[src/design/bat_pkg.sv]
// ----------------------------------------------------------------------------
// bat_pkg - shared types and constants of the bilinear texel filter
// Widths of texels, fractions, corner weights and lane products.
// ----------------------------------------------------------------------------
package bat_pkg;

	localparam int CH_W         = 8;   // one color channel
	localparam int NUM_CH       = 4;   // A, R, G, B
	localparam int NUM_CORNERS  = 4;   // TL, TR, BR, BL
	localparam int TEXEL_W      = CH_W * NUM_CH;
	localparam int FRAC_W       = 8;
	localparam int WEIGHT_W     = 17;  // corner weight, up to 65536
	localparam int PROD_W       = CH_W + WEIGHT_W;
	localparam int SUM_W        = PROD_W + 2;
	localparam int WEIGHT_SHIFT = 16;  // weights sum to 1 << 16

	// smoothstep coefficient: f*f*(768 - 2f) >> 16
	localparam logic [9:0] SMOOTH_K = 10'd768;
	localparam int SMOOTH_SQ_W   = 2 * FRAC_W;
	localparam int SMOOTH_PROD_W = SMOOTH_SQ_W + 10;

	// corner order inside packed vectors
	localparam int CORNER_TL = 0;
	localparam int CORNER_TR = 1;
	localparam int CORNER_BR = 2;
	localparam int CORNER_BL = 3;

	// channel order inside a texel (byte index)
	localparam int CH_ALPHA = 3;

	localparam logic [CH_W-1:0] CH_MAX = 8'hFF;

	typedef logic [TEXEL_W-1:0]                        texel_t;
	typedef logic [NUM_CORNERS-1:0][TEXEL_W-1:0]       texel_vec_t;
	typedef logic [NUM_CORNERS-1:0][CH_W-1:0]          chan_vec_t;
	typedef logic [NUM_CORNERS-1:0][WEIGHT_W-1:0]      weight_vec_t;
	typedef logic [NUM_CORNERS-1:0][PROD_W-1:0]        prod_vec_t;
	typedef logic [NUM_CH-1:0][NUM_CORNERS-1:0][PROD_W-1:0] lane_prod_t;

	// stage enables of the two-stage fraction unit
	typedef struct packed {
		logic s1;
		logic s2;
	} frac_en_t;

endpackage

[src/design/bat_frac.sv]
// ----------------------------------------------------------------------------
// bat_frac - fraction shaping unit
// Two stages: square, then smoothstep scale and mode select.
// ----------------------------------------------------------------------------
module bat_frac (
	input  logic                     clk,
	input  bat_pkg::frac_en_t        en,
	input  logic                     mode,
	input  logic [bat_pkg::FRAC_W-1:0] frac,
	output logic [bat_pkg::FRAC_W-1:0] frac_s2
);
	import bat_pkg::*;

	logic [FRAC_W-1:0]        frac_s1;
	logic [SMOOTH_SQ_W-1:0]   sq_s1;
	logic                     mode_s1;
	logic [9:0]               coef;
	logic [SMOOTH_PROD_W-1:0] prod;
	logic [FRAC_W-1:0]        smooth;

	always_ff @(posedge clk) begin
		if (en.s1) begin
			frac_s1 <= frac;
			mode_s1 <= mode;
			sq_s1   <= {{FRAC_W{1'b0}}, frac} * {{FRAC_W{1'b0}}, frac};
		end
	end

	assign coef   = SMOOTH_K - {1'b0, frac_s1, 1'b0};
	assign prod   = {10'd0, sq_s1} * {{SMOOTH_SQ_W{1'b0}}, coef};
	// result never exceeds 255, upper bits are zero
	assign smooth = prod[WEIGHT_SHIFT +: FRAC_W];

	always_ff @(posedge clk) begin
		if (en.s2) begin
			frac_s2 <= mode_s1 ? smooth : frac_s1;
		end
	end

endmodule

[config.mk]
export PLATFORM = sky130hd
export DESIGN_NAME = bat_frac
export DESIGN_NICKNAME = d
export VERILOG_FILES = /design/src/design/bat_pkg.sv /design/src/design/bat_frac.sv
export SDC_FILE = /design/constraint.sdc
export NUM_CORES = 1
export LEC_CHECK = 0
export ABC_AREA = 0
export BUFFER_PORTS_ARGS = -buffer_cell sky130_fd_sc_hd__buf_2
export CELL_PAD_IN_SITES_DETAIL_PLACEMENT = 0
export CELL_PAD_IN_SITES_GLOBAL_PLACEMENT = 2
export CORE_MARGIN = 2
export CORE_UTILIZATION = 47
export CTS_BUF_LIST = sky130_fd_sc_hd__clkbuf_4 sky130_fd_sc_hd__clkbuf_8
export DETAILED_ROUTE_END_ITERATION = 7
export PLACE_DENSITY = 0.95
export SETUP_SLACK_MARGIN = 0.05
export SLEW_MARGIN = 20
export SYNTH_ARGS = -nofsm -noshare
export SYNTH_HDL_FRONTEND = slang
export SYNTH_SLANG_ARGS = --single-unit
[constraint.sdc]
create_clock -name clk -period 14.6 [get_ports clk]
set_input_delay 0.73 -clock clk [delete_from_list [all_inputs] [get_ports clk]]
set_output_delay 0.73 -clock clk [all_outputs]
set_load 0.03 [all_outputs]
======== Yosys cells after proc, flatten, opt, wreduce, memory -nomap -nowiden ========
Cells that the tools add are included.
operators by class
  $lt $le $gt $ge ......................... 0
  shift-type cells ........................ 0
  bitwise operators ....................... 0
  multiply operators ...................... 2
  multiplexer cells ....................... 1
  reductions and logical operators ........ 0
  eq/ne operators ......................... 0
  add/subtract/negate cells ............... 1
  divide/modulo/power cells ............... 0
operator list
  cell                                               count
  multiplier 16 x 10 -> 24 bit                       1
  multiplier 8 x 8 -> 16 bit                         1
  subtractor 10 x 9 -> 10 bit, first input constant  1
  two-way mux 8 bit                                  1
word-level totals
  latch bits .............................. 0
  register bits ........................... 33
  output and inout bits ................... 8
  logic and storage cells ................. 8
  input bits .............................. 12
  memory bits (writable) .................. 0
  memory bits (read-only) ................. 0
  memories kept ........................... 0

======== Logic depth before layout (Yosys ltp) ========
Gate-level depths: netlist of the first run.
  depth after elaboration ................. 3
  depth in mapped cells ................... 24
  gate-level depth less buffers ........... 22

======== Worst setup path after synthesis of the first run ========
OpenSTA, ideal clock, no wires.
  kind .................................... flip-flop to flip-flop
  start point ............................. register frac_s1[0]
  end point ............................... register frac_s2[7] (netlist bit), data pin
  required time ........................... 14341 ps
  period minus slack after synthesis ...... 5954 ps
  slack ................................... 8646 ps
  path buffers ............................ 2
  cell stages (with the launch flop) ...... 20
  setup time .............................. 259 ps
  arrival ................................. 5695 ps
  cells stage by stage .................... edfxtp_1 -> clkbuf_1 -> inv_1 -> ha_1 -> nor3b_2 -> nand2_1 -> o21ai_0 -> clkbuf_1 -> and2_1 -> fa_1 -> fa_1 -> fa_1 -> fa_1 -> ha_1 -> ha_1 -> a2111o_1 -> o2111ai_2 -> a211oi_1 -> o221a_1 -> a211o_1
on the way
  longest elaborated chain between the ends .. 3
ends and longest elaborated chain
  item                          line            source
  start: declaration            bat_frac.sv:14  logic [FRAC_W-1:0] frac_s1;
  start signal: assignment      bat_frac.sv:23  frac_s1 <= frac;
  subtractor 10 x 9 -> 10 bit   bat_frac.sv:29  assign coef = SMOOTH_K - {1'b0, frac_s1, 1'b0};
  multiplier 16 x 10 -> 24 bit  bat_frac.sv:30  assign prod = {10'd0, sq_s1} * {{SMOOTH_SQ_W{1'b0}}, coef};
  two-way mux 8 bit             bat_frac.sv:36  frac_s2 <= mode_s1 ? smooth : frac_s1;
  end signal: assignment        bat_frac.sv:36
  end: declaration              bat_frac.sv:10  output logic [bat_pkg::FRAC_W-1:0] frac_s2
No other way between the ends.
A chain may end at the register's enable or synchronous reset.

======== Worst setup path in the final report of the first run ========
Ends and elaborated chain as after synthesis.

==> impl_results.md, run 1 <==
- Run status: completed
- Largest net degree at the start of global routing: 24
- RePlAce Congestion: 0.845
- Number of pins exceeding their max-slew limit in the final report: 0
- Clock tree from TritonCTS: built
- H-tree level count: 2
- Data arrival, critical path: between 6000 and 7000 ps
- Initial Utilization: a little under 50%
- Inserted Diodes: 0
- Later-pin clock latency in the skew report: just under 300 ps
- Clock Sink Count: 31
- Clock buffer depth: 2
- Required time of the critical path: 14650 ps
- Post-CTS setup buffer count: 0
- Met3 usage in global routing: 2.06%
- Skew final: about 11 ps
- Hold violation count in the final report: 0
- Die Y: 124 µm
- Per-cell routed wire length: 15.7 µm
- Number of vias after detailed routing: 4700
- Die footprint: 0.0154 mm²
- Post-layout min period: about 6800 ps
- Number of fillers in the final layout: about 1300
- Post-layout utilization of the core: 51.3%
- Clock transition at the register clock pins on the worst setup and hold paths after CTS: 70 ps
- Count of distinct cell types in the synthesized netlist: 60
- CTS resizes: 0
- Area of the core region: 0.0140 mm²
- Total iterations of the first detailed-routing run: 4
- Setup repair after global routing missed its margin: false
- Reg-to-Reg End: frac_s2[7]
- Cell Count, Final, Fillers Out: 881
- CP Max Fanout: 22
- Antenna Nets Post-Route: 0
- Transition at the pin with the smallest max-transition slack: 734 ps
- Source of the critical timing path: frac_s1[0]
- Via-to-Cell Ratio: between 5 and 6
- Met2 global-route usage: 33.1%
- WS Path Type: flop to flop
- Launching point of the worst reg2reg path: frac_s1[0]
- First-pass GRT wire length: 24000 µm
- Hold-fix buffer count after cts: 0
- Global route overflow: 0
- Kind of path behind the tightest hold check: input pin to flop
- Number of cells on the worst reg-to-reg path: 19
- Slack of the worst reg-to-reg path: 7850 ps
- Post-synthesis sequential area ratio: 13.7%
- Ys async rst share: 0%
- Number of global-route vias before repair: 4938
- Width of the chip: 124 µm
- Avg Inst Size Synth: 9.94 µm²
- Post-route DRC: 0
- Port Buffers: 19
- Post-synthesis to final-layout area growth: 6.01%
- Warning count from the yosys run: 0
- Count of pins on the block boundary: 20
- Cell type with the largest total area after synthesis: sky130_fd_sc_hd__fa_1
- Layer with the highest usage: met2
- Fmax: 148 MHz
- Headroom to the max-slew limit: around 51%
- Number of buffers created by CTS: 5
- Mapped cell area: 0.00677 mm²
- Setup violation total in the final timing report: 0
- Max-cap violations: 0
- Area share of the largest cell type after synthesis: 35.2%
- Total number of nets in the final design: 914
- Final-layout setup total negative slack: 0 ps
- Register bit total from synthesis: 31
- Number of synthesized flops with an enable pin: 31
- Root Driver: sky130_fd_sc_hd__clkbuf_8
- Nature of the critical path endpoint: flop
- HPWL after detailed placement: 11300 µm
- Synthesized netlist cell count: 681
- Termination of the worst setup path: frac_s2[7]
- Cell types with the largest area share after synthesis: sky130_fd_sc_hd__fa_1, sky130_fd_sc_hd__ha_1, sky130_fd_sc_hd__edfxtp_1, sky130_fd_sc_hd__and2_1, sky130_fd_sc_hd__inv_1
- Antenna violations before repair: 0
- Final Cycle Share: a little under half
- Row count: 43
- Total Routing Usage GR: 20.0%
- Fraction of layout cells with a size suffix above 1: under 10%
- Iteration-0 DRC count of the detailed router: ~190
- Critical Path Source Type: flop
- Total wirelength of the detailed-routed design: 13900 µm
- Placed insts: 873
- Met1 GRT Util: 28.9%
- Top FF cell, synth: sky130_fd_sc_hd__edfxtp_1
sequential cells by signal, indices dropped and copies added, names as in the netlist:
signal / flops
mode_s1: 1
sq_s1: 14
frac_s1: 8
frac_s2: 8
synth_stat cells, types with 2 or more instances:
library cell / n
sky130_fd_sc_hd__a211oi_1: 3
sky130_fd_sc_hd__a21o_1: 5
sky130_fd_sc_hd__a21oi_1: 16
sky130_fd_sc_hd__a31oi_1: 3
sky130_fd_sc_hd__and2_1: 76
sky130_fd_sc_hd__and3_1: 4
sky130_fd_sc_hd__buf_1: 2
sky130_fd_sc_hd__buf_6: 2
sky130_fd_sc_hd__clkbuf_1: 10
sky130_fd_sc_hd__conb_1: 2
sky130_fd_sc_hd__edfxtp_1: 31
sky130_fd_sc_hd__fa_1: 119
sky130_fd_sc_hd__ha_1: 83
sky130_fd_sc_hd__inv_1: 111
sky130_fd_sc_hd__nand2_1: 73
sky130_fd_sc_hd__nand2b_1: 4
sky130_fd_sc_hd__nand3_1: 4
sky130_fd_sc_hd__nand4_1: 2
sky130_fd_sc_hd__nor2_1: 20
sky130_fd_sc_hd__nor2b_1: 14
sky130_fd_sc_hd__nor3_1: 9
sky130_fd_sc_hd__o211ai_1: 3
sky130_fd_sc_hd__o21a_1: 6
sky130_fd_sc_hd__o21ai_0: 12
sky130_fd_sc_hd__o21ai_1: 2
sky130_fd_sc_hd__o21bai_1: 4
sky130_fd_sc_hd__o31ai_1: 3
sky130_fd_sc_hd__or3_1: 2
sky130_fd_sc_hd__xnor2_1: 20
sky130_fd_sc_hd__xor2_1: 6
through the flow:
step	hold WS, ps	instance area (µm²)	setup slack, ps
2_1_floorplan	632	6780	8650
3_3_place_gp	711	7070	8160
3_5_place_dp	727	7070	7970
4_1_cts	606	7180	7960
5_1_grt	611	7180	7480
6_report	612	7180	7850
how the worst min path moves through the flow:
stage                           from         end  slack [ps]  cells after the start
after detailed placement  frac_s1[1]  frac_s2[1]         730                      2
after global placement    frac_s1[1]  frac_s2[1]         710                      2
final                           mode     mode_s1         610                      1
after CTS                       mode     mode_s1         610                      1
after global routing            mode     mode_s1         610                      1
after floorplan           frac_s1[6]  frac_s2[6]         630                      2
kinds of logic (layout without fill, tap and decap cells):
logic type | count (synthesis) | count (layout) | share of synthesized area, %
compound gates | 72 | 72 | 7.56
xor+xnor | 26 | 26 | 3.36
fa+ha+maj | 202 | 202 | 50.5
buf+inv | 128 | 145 | 7.39
flops | 31 | 31 | 13.7
mux | 2 | 2 | 0.314
other cells | 2 | 5 | 0.111
simple gates | 218 | 218 | 17.0
cell usage in the layout (no fill, tap or decap), types with 2 or more instances in the layout:
cell                       Yosys  final
sky130_fd_sc_hd__nor2b_1      14     14
sky130_fd_sc_hd__a211oi_1      3      3
sky130_fd_sc_hd__and2_1       76     76
sky130_fd_sc_hd__conb_1        2      5
sky130_fd_sc_hd__inv_1       111    111
sky130_fd_sc_hd__fa_1        119    119
sky130_fd_sc_hd__o21ai_0      12     12
sky130_fd_sc_hd__and3_1        4      4
sky130_fd_sc_hd__o21ai_1       2      2
sky130_fd_sc_hd__nand2_1      73     73
sky130_fd_sc_hd__o211ai_1      3      3
sky130_fd_sc_hd__nor3_1        9      9
sky130_fd_sc_hd__or3_1         2      2
sky130_fd_sc_hd__a21o_1        5      5
sky130_fd_sc_hd__buf_4         1      6
sky130_fd_sc_hd__ha_1         83     83
sky130_fd_sc_hd__xor2_1        6      6
sky130_fd_sc_hd__clkbuf_8      0      5
sky130_fd_sc_hd__o21bai_1      4      4
sky130_fd_sc_hd__clkinv_1      1      2
sky130_fd_sc_hd__a21oi_1      16     16
sky130_fd_sc_hd__nand2b_1      4      4
sky130_fd_sc_hd__o31ai_1       3      3
sky130_fd_sc_hd__nand3_1       4      4
sky130_fd_sc_hd__xnor2_1      20     20
sky130_fd_sc_hd__nand4_1       2      2
sky130_fd_sc_hd__buf_2         1     19
sky130_fd_sc_hd__edfxtp_1     31     31
sky130_fd_sc_hd__o21a_1        6      6
sky130_fd_sc_hd__nor2_1       20     19
sky130_fd_sc_hd__a31oi_1       3      3
cell type report:
| cell class | count | area (µm²) | share of cell area, % |
|---|---|---|---|
| inverter | 112 | 420 | 5.86 |
| clock inverter | 3 | 38.8 | 0.540 |
| sequential | 31 | 931 | 13.0 |
| tap | 180 | 225 | 3.14 |
| clock buffer | 5 | 68.8 | 0.959 |
| timing repair buffer | 25 | 140 | 1.95 |
| multi-input combinational | 525 | 5350 | 74.6 |
per-layer routing:
metal | up-vias | wire [µm]
met5 | - | 0
met1 | 2361 | 6420
met4 | 0 | 219
met2 | 98 | 6630
li1 | 2222 | -
met3 | 19 | 593
worst max-delay path, stage by stage, from the launching register on:
cell                       delay (ps)
sky130_fd_sc_hd__edfxtp_1         820
sky130_fd_sc_hd__inv_1            210
sky130_fd_sc_hd__ha_1             270
sky130_fd_sc_hd__nor3b_2          190
sky130_fd_sc_hd__nand2_1          120
sky130_fd_sc_hd__xor2_1           430
sky130_fd_sc_hd__buf_4            260
sky130_fd_sc_hd__and2_1           150
sky130_fd_sc_hd__fa_1             440
sky130_fd_sc_hd__fa_1             520
sky130_fd_sc_hd__fa_1             520
sky130_fd_sc_hd__fa_1             490
sky130_fd_sc_hd__ha_1             310
sky130_fd_sc_hd__ha_1             320
sky130_fd_sc_hd__a21oi_1          240
sky130_fd_sc_hd__o21bai_1         100
sky130_fd_sc_hd__a21oi_1          420
sky130_fd_sc_hd__a211oi_1         190
sky130_fd_sc_hd__o221a_1          230
sky130_fd_sc_hd__a211o_1          260
Power of run 1 is not shown: default switching activity piles up to over one toggle a cycle in this logic, so the estimate is an artifact.
==> run 2: changes to the inputs <==
--- a/config.mk
+++ b/config.mk
@@ -5,15 +5,15 @@
 export SDC_FILE = /design/constraint.sdc
 export NUM_CORES = 1
 export LEC_CHECK = 0
-export ABC_AREA = 0
+export ABC_AREA = 1
 export BUFFER_PORTS_ARGS = -buffer_cell sky130_fd_sc_hd__buf_2
 export CELL_PAD_IN_SITES_DETAIL_PLACEMENT = 0
 export CELL_PAD_IN_SITES_GLOBAL_PLACEMENT = 2
 export CORE_MARGIN = 2
-export CORE_UTILIZATION = 47
+export CORE_UTILIZATION = 37
 export CTS_BUF_LIST = sky130_fd_sc_hd__clkbuf_4 sky130_fd_sc_hd__clkbuf_8
 export DETAILED_ROUTE_END_ITERATION = 7
-export PLACE_DENSITY = 0.95
+export PLACE_DENSITY = 0.86
 export SETUP_SLACK_MARGIN = 0.05
 export SLEW_MARGIN = 20
 export SYNTH_ARGS = -nofsm -noshare
==> constraint.sdc (replaced) <==
create_clock -name clk -period 5.98 [get_ports clk]
set_input_delay 0.299 -clock clk [delete_from_list [all_inputs] [get_ports clk]]
set_output_delay 0.299 -clock clk [all_outputs]
set_load 0.03 [all_outputs]
==> run 2 against run 1 <==
Against the previous run: fmax increased by 20%; hold slack got worse by 430 ps; final area increased by 2.8%; first-iteration DRC count increased by 46%; non-clock buffer count increased by 1; synthesized cell count increased by 21%; sequential share of layout area decreased by 0.35 points; via count increased by 9.9%; critical endpoint unchanged.
==> impl_results.md, run 2 <==
- Run status: completed
- Final Cycle Share: 94.0% (+48 points)
- Post-synthesis sequential area ratio: 13.5% (-0.25 points)
- Area of the core region: 0.0181 mm² (+30%)
- H-tree level count: 2 (unchanged)
- Register bit total from synthesis: 31 (unchanged)
- Warning count from the yosys run: 0 (unchanged)
- Nature of the critical path endpoint: flop
- RePlAce Congestion: 0.872 (+3.1%)
- Met3 usage in global routing: 1.26% (-0.80 points)
- Number of buffers created by CTS: 5 (unchanged)
- Area share of the largest cell type after synthesis: 34.5% (-0.64 points)
- Number of pins exceeding their max-slew limit in the final report: 0 (unchanged)
- Via-to-Cell Ratio: 4.81 (-9.8%)
- Required time of the critical path: 6030 ps (-8620 ps)
- Fmax: 178 MHz (+20%)
- Setup repair after global routing missed its margin: true
- Fraction of layout cells with a size suffix above 1: 6.64% (+0.22 points)
- Most frequent cell on the critical path: sky130_fd_sc_hd__fa_1
- Headroom to the max-slew limit: 64.7% (+14 points)
- Critical Path Source Type: flop
- Post-layout min period: 5620 ps (-1130 ps)
- Number of global-route vias before repair: 5438 (+10%)
- Post-synthesis to final-layout area growth: 6.93%
- Skew final: 11.3 ps (+0.146 ps)
- Port Buffers: 19 (unchanged)
- Total number of nets in the final design: 1057 (+16%)
- Number of vias after detailed routing: 5163 (+9.9%)
- Width of the chip: 141 µm (+13%)
- Final-layout setup total negative slack: 0 ps (unchanged)
- Root Driver: sky130_fd_sc_hd__clkbuf_8
- Hold-fix buffer count after cts: 0 (unchanged)
- First-pass GRT wire length: 27900 µm (+17%)
- Die Y: 141 µm (+13%)
- Number of fillers in the final layout: 1870 (+43%)
- Antenna Nets Post-Route: 0 (unchanged)
- Met1 GRT Util: 25.1% (-3.8 points)
- Inserted Diodes: 0 (unchanged)
- Post-route DRC: 0 (unchanged)
- Data arrival, critical path: 5670 ps (-1130 ps)
- Avg Inst Size Synth: 8.38 µm² (-16%)
- Count of pins on the block boundary: 20 (unchanged)
- Iteration-0 DRC count of the detailed router: 270 (+46%)
- CP cell instances: inv_6, ha_1, inv_1, nor3_2, xor2_2, inv_2, nor2_1, fa_1, fa_1, fa_1, fa_1, ha_1, ha_1, a21oi_1, o21ai_0, nand2_1, nand2_1, a21oi_2, nand3_1, nand3_1, nand2_1
- Clock Sink Count: 31 (unchanged)
- Later-pin clock latency in the skew report: 290 ps (about the same)
- Commonest non-fill, non-tap cell in the layout: sky130_fd_sc_hd__nand2_1
- Per-cell routed wire length: 15.7 µm (-0.43%)
- Synthesized netlist cell count: 823 (+21%)
- Total iterations of the first detailed-routing run: 4 (unchanged)
- CP Max Fanout: 12 (-45%)
- WS Path Type: flop to flop
- Total wirelength of the detailed-routed design: 16800 µm (+21%)
- HPWL after detailed placement: 14400 µm (+27%)
- Top FF cell, synth: sky130_fd_sc_hd__edfxtp_1
- Initial Utilization: 38.0% (-10 points)
- Biggest regs: sq_s1 x14, frac_s1 x8, frac_s2 x8
- Transition at the pin with the smallest max-transition slack: 529 ps (-205 ps)
- Number of synthesized flops with an enable pin: 31 (unchanged)
- Ys async rst share: 0% (unchanged)
- Row count: 49 (+14%)
- Most common library cells after synthesis: sky130_fd_sc_hd__nand2_1, sky130_fd_sc_hd__inv_1, sky130_fd_sc_hd__fa_1
- Total Routing Usage GR: 18.1% (-1.9 points)
- Kind of path behind the tightest hold check: input pin to flop
- Max FFs per register: 14 (unchanged)
- Cell type with the largest total area after synthesis: sky130_fd_sc_hd__fa_1
- Max-cap violations: 0 (unchanged)
- Met2 global-route usage: 31.4% (-1.7 points)
- Global route overflow: 0 (unchanged)
- Cell types with the largest area share after synthesis: sky130_fd_sc_hd__fa_1, sky130_fd_sc_hd__ha_1, sky130_fd_sc_hd__edfxtp_1, sky130_fd_sc_hd__nand2_1, sky130_fd_sc_hd__inv_1
- Maximum single-stage delay on the critical path: 510 ps (-310 ps)
- Die footprint: 0.0198 mm² (+28%)
- Clock tree from TritonCTS: built
- Register bank with the most flops: sq_s1
- Layer with the highest usage: met2
- Most common cell in the netlist: sky130_fd_sc_hd__nand2_1
- Clock buffer depth: 2 (unchanged)
- Library cell contributing the largest single delay on the critical path: sky130_fd_sc_hd__fa_1
- Antenna violations before repair: 0 (unchanged)
- Count of distinct cell types in the synthesized netlist: 37 (-38%)
- Hold violation count in the final report: 0 (unchanged)
- Leading cell types in the layout, fill and taps excluded: sky130_fd_sc_hd__nand2_1, sky130_fd_sc_hd__inv_1, sky130_fd_sc_hd__fa_1
- Clock transition at the register clock pins on the worst setup and hold paths after CTS: 80 ps (about the same)
- Mapped cell area: 0.00690 mm² (+1.9%)
- Setup violation total in the final timing report: 0 (unchanged)
- Largest net degree at the start of global routing: 24 (unchanged)
==> run 2: layer usage <==
metal	up-vias	routed length [µm]
li1	2524	-
met1	2536	7670
met2	83	8210
met3	20	636
met4	0	286
met5	-	0
==> run 2: cells by family after synthesis <==
group	count (synthesis)	share of synthesized area (%)
simple gates	317	18.6
fa+ha+maj	202	49.6
buf+inv	193	10.9
compound gates	57	4.48
flops	31	13.5
xor+xnor	21	2.78
other cells	2	0.109
==> run 2: per-stage QoR <==
stage / setup WS [ps] / cells / hold slack [ps] / area [µm²] / utilization (%)
after CTS: 100 / 1071 / 174 / 7340 / 40.4
after detailed placement: 82.7 / 1063 / 481 / 7250 / 39.9
after floorplan: 838 / 826 / 398 / 6910 / -
after global placement: 128 / 1063 / 479 / 7250 / 39.9
after global routing: 39.3 / 1073 / 186 / 7380 / 40.6
final: 362 / 1073 / 182 / 7380 / 40.6
==> run 2: path summary, 6_finish.rpt <==
| path | depth (start not counted) | from | slack (ps) | to |
|---|---|---|---|---|
| setup / recovery | 21 | frac_s1[0] | 360 | frac_s2[7] |
| hold / removal | 1 | mode | 180 | mode_s1 |
| setup reg to reg | 21 | frac_s1[0] | 360 | frac_s2[7] |
| hold reg to reg | 2 | frac_s1[6] | 670 | frac_s2[6] |
==> run 2: final cells by class <==
class	instances	area (µm²)	share of cell area, %
Clock buffer	6	76.3	1.03
Clock inverter	2	12.5	0.170
Inverter	176	669	9.08
Multi-Input combinational cell	602	5250	71.1
Sequential cell	31	931	12.6
Tap cell	229	287	3.88
Timing Repair Buffer	26	148	2.00
Timing Repair inverter	1	5.00	0.0679
==> run 2: what timing repair did <==
| action | CTS | global route |
|---|---|---|
| buffers inserted | 0 | 1 |
| gates resized for setup | 0 | 8 |
| endpoints found under the setup margin | 0 | 6 |
==> run 2: critical path: cells and delay by family, from the launching register on <==
kind | cells | cell delay, ps
xor+xnor | 1 | 300
buf+inv | 3 | 360
flops | 1 | 450
compound gates | 3 | 700
fa+ha+maj | 7 | 2760
simple gates | 7 | 800
Power of run 2 is left out for the same reason.
==> run 3: changes to the inputs <==
--- a/config.mk
+++ b/config.mk
@@ -6,7 +6,7 @@
 export NUM_CORES = 1
 export LEC_CHECK = 0
 export ABC_AREA = 1
-export BUFFER_PORTS_ARGS = -buffer_cell sky130_fd_sc_hd__buf_2
+export BUFFER_PORTS_ARGS = -buffer_cell sky130_fd_sc_hd__buf_4
 export CELL_PAD_IN_SITES_DETAIL_PLACEMENT = 0
 export CELL_PAD_IN_SITES_GLOBAL_PLACEMENT = 2
 export CORE_MARGIN = 2
==> run 3 against run 2 <==
Against the previous run: worst setup slack improved by 56 ps; sequential cell count unchanged; global-route usage fell by 0.50 points; cell count about the same; hold slack improved by 7.2 ps; via count is 1.4% lower; first-iteration DRC count is 34% lower; final area up 0.39%; critical path type unchanged.
==> impl_results.md, run 3 (synthesis results as in run 2) <==
- Row count: 49 (unchanged)
- Leading cell types in the layout, fill and taps excluded: sky130_fd_sc_hd__nand2_1, sky130_fd_sc_hd__inv_1, sky130_fd_sc_hd__fa_1
- Setup repair after global routing missed its margin: false
- Number of pins exceeding their max-slew limit in the final report: 0 (unchanged)
- Area of the core region: 0.0181 mm² (unchanged)
- WS Path Type: flop to flop
- Number of buffers created by CTS: 5 (unchanged)
- Required time of the critical path: 6040 ps (about the same)
- Number of global-route vias before repair: 5445 (+0.13%)
- Nature of the critical path endpoint: flop
- Total cell area at the placement stage: 0.00730 mm² (+0.66%)
- Per-cell routed wire length: 15.1 µm (-3.7%)
- Biggest regs: sq_s1 x14, frac_s1 x8, frac_s2 x8
- Number of vias after detailed routing: 5092 (-1.4%)
- Commonest non-fill, non-tap cell in the layout: sky130_fd_sc_hd__nand2_1
- RePlAce Congestion: 0.887 (+1.8%)
- CP cell instances: inv_6, ha_1, inv_1, nor2_2, nand3_2, nand2_2, clkinvlp_4, nor2_1, fa_1, fa_1, fa_1, fa_1, ha_1, ha_1, a21oi_1, o21ai_0, nand2_1, nand2_1, a21oi_1, nand3_1, nand3_1, nand2_1
- Global route overflow: 0 (unchanged)
- Total wirelength of the detailed-routed design: 16200 µm (-3.8%)
- Post-synthesis to final-layout area growth: 7.35%
- Antenna violations before repair: 0 (unchanged)
- Maximum single-stage delay on the critical path: 520 ps (about the same)
- CP Max Fanout: 10 (-2)
- Iteration-0 DRC count of the detailed router: 179 (-34%)
- Crit path buffers/inverters: 3 (unchanged)
- Initial Utilization: 38.0% (unchanged)
- Critical Path Source Type: flop
- Max-cap violations: 0 (unchanged)
- Clock tree from TritonCTS: built
- Clock transition at the register clock pins on the worst setup and hold paths after CTS: 90 ps (about the same)
- Clock buffer depth: 2 (unchanged)
- Post-layout utilization of the core: 40.8% (+0.16 points)
- Die Y: 141 µm (unchanged)
- Die footprint: 0.0198 mm² (unchanged)
- Hold violation count in the final report: 0 (unchanged)
- Port Buffers: 19 (unchanged)
- Later-pin clock latency in the skew report: 290 ps (about the same)
- Library cell contributing the largest single delay on the critical path: sky130_fd_sc_hd__fa_1
- Post-route cell area: 0.00740 mm² (+0.39%)
- Width of the chip: 141 µm (unchanged)
- Skew final: 17.5 ps (+6.21 ps)
- Via-to-Cell Ratio: 4.75 (-1.3%)
- Hold-fix buffer count after cts: 0 (unchanged)
- Antenna Nets Post-Route: 0 (unchanged)
- Largest net degree at the start of global routing: 24 (unchanged)
- Final-layout setup total negative slack: 0 ps (unchanged)
- Total Routing Usage GR: 17.6% (-0.50 points)
- Final Cycle Share: 93.0% (-0.94 points)
- Run status: completed
- Setup violation total in the final timing report: 0 (unchanged)
- Most frequent cell on the critical path: sky130_fd_sc_hd__fa_1
- Fraction of layout cells with a size suffix above 1: 6.05% (-0.59 points)
- Data arrival, critical path: 5620 ps (-50 ps)
- Root Driver: sky130_fd_sc_hd__clkbuf_8
- Total iterations of the first detailed-routing run: 4 (unchanged)
- First-pass GRT wire length: 27500 µm (-1.5%)
- Post-layout min period: 5560 ps (-56.0 ps)
- HPWL after detailed placement: 14000 µm (-2.5%)
- Kind of path behind the tightest hold check: input pin to flop
- Inserted Diodes: 0 (unchanged)
- Fmax: 180 MHz (+1.0%)
- Register bank with the most flops: sq_s1
- H-tree level count: 2 (unchanged)
- Clock Sink Count: 31 (unchanged)
- Max FFs per register: 14 (unchanged)
- Post-route DRC: 0 (unchanged)
- Worst hold slack: 189 ps (+7.20 ps)
- Total number of nets in the final design: 1057 (unchanged)
- Crit-path leading delay family: adder cells
- Count of pins on the block boundary: 20 (unchanged)
## run 3: cell count changes in the layout (fill, tap and decap cells not counted), sizes merged
| cell | change |
|---|---|
| clkinvlp | -2 |
| buf | +1 |
| clkbuf | -1 |
| clkinv | +1 |
## run 3: cell type report
cell class / instances / area [µm²]
Inverter: 176 / 669
Multi-Input combinational cell: 602 / 5240
Fill cell: 1895 / 10700
Clock inverter: 2 / 8.76
Sequential cell: 31 / 931
Timing Repair Buffer: 27 / 203
Clock buffer: 5 / 68.8
Tap cell: 229 / 287
## run 3: repair_timing
item	4_1_cts	5_1_grt
hold endpoints to repair	0	0
gates resized for setup	0	5
endpoints found under the setup margin	0	5
buffers inserted	0	2
## run 3: worst paths after layout
path,from,to,slack [ps],depth (start not counted)
max,frac_s1[0],frac_s2[7],420,22
min,mode,mode_s1,190,1
max reg2reg,frac_s1[0],frac_s2[7],420,22
min reg2reg,frac_s1[6],frac_s2[6],660,2
## run 3: stage by stage
step           setup WS, ps  std cells
2_1_floorplan           838        826
3_3_place_gp            262       1063
3_5_place_dp            222       1063
4_1_cts                 200       1070
5_1_grt                67.5       1072
6_report                418       1072
## run 3: per-layer routing
layer | part of all wire (%) | track usage [%]
met1 | 48 | 25.5
met2 | 48 | 29.3
met3 | 2.1 | 1.40
met4 | 1.3 | 3.16
met5 | 0 | 0
Power of run 3 is left out for the same reason.
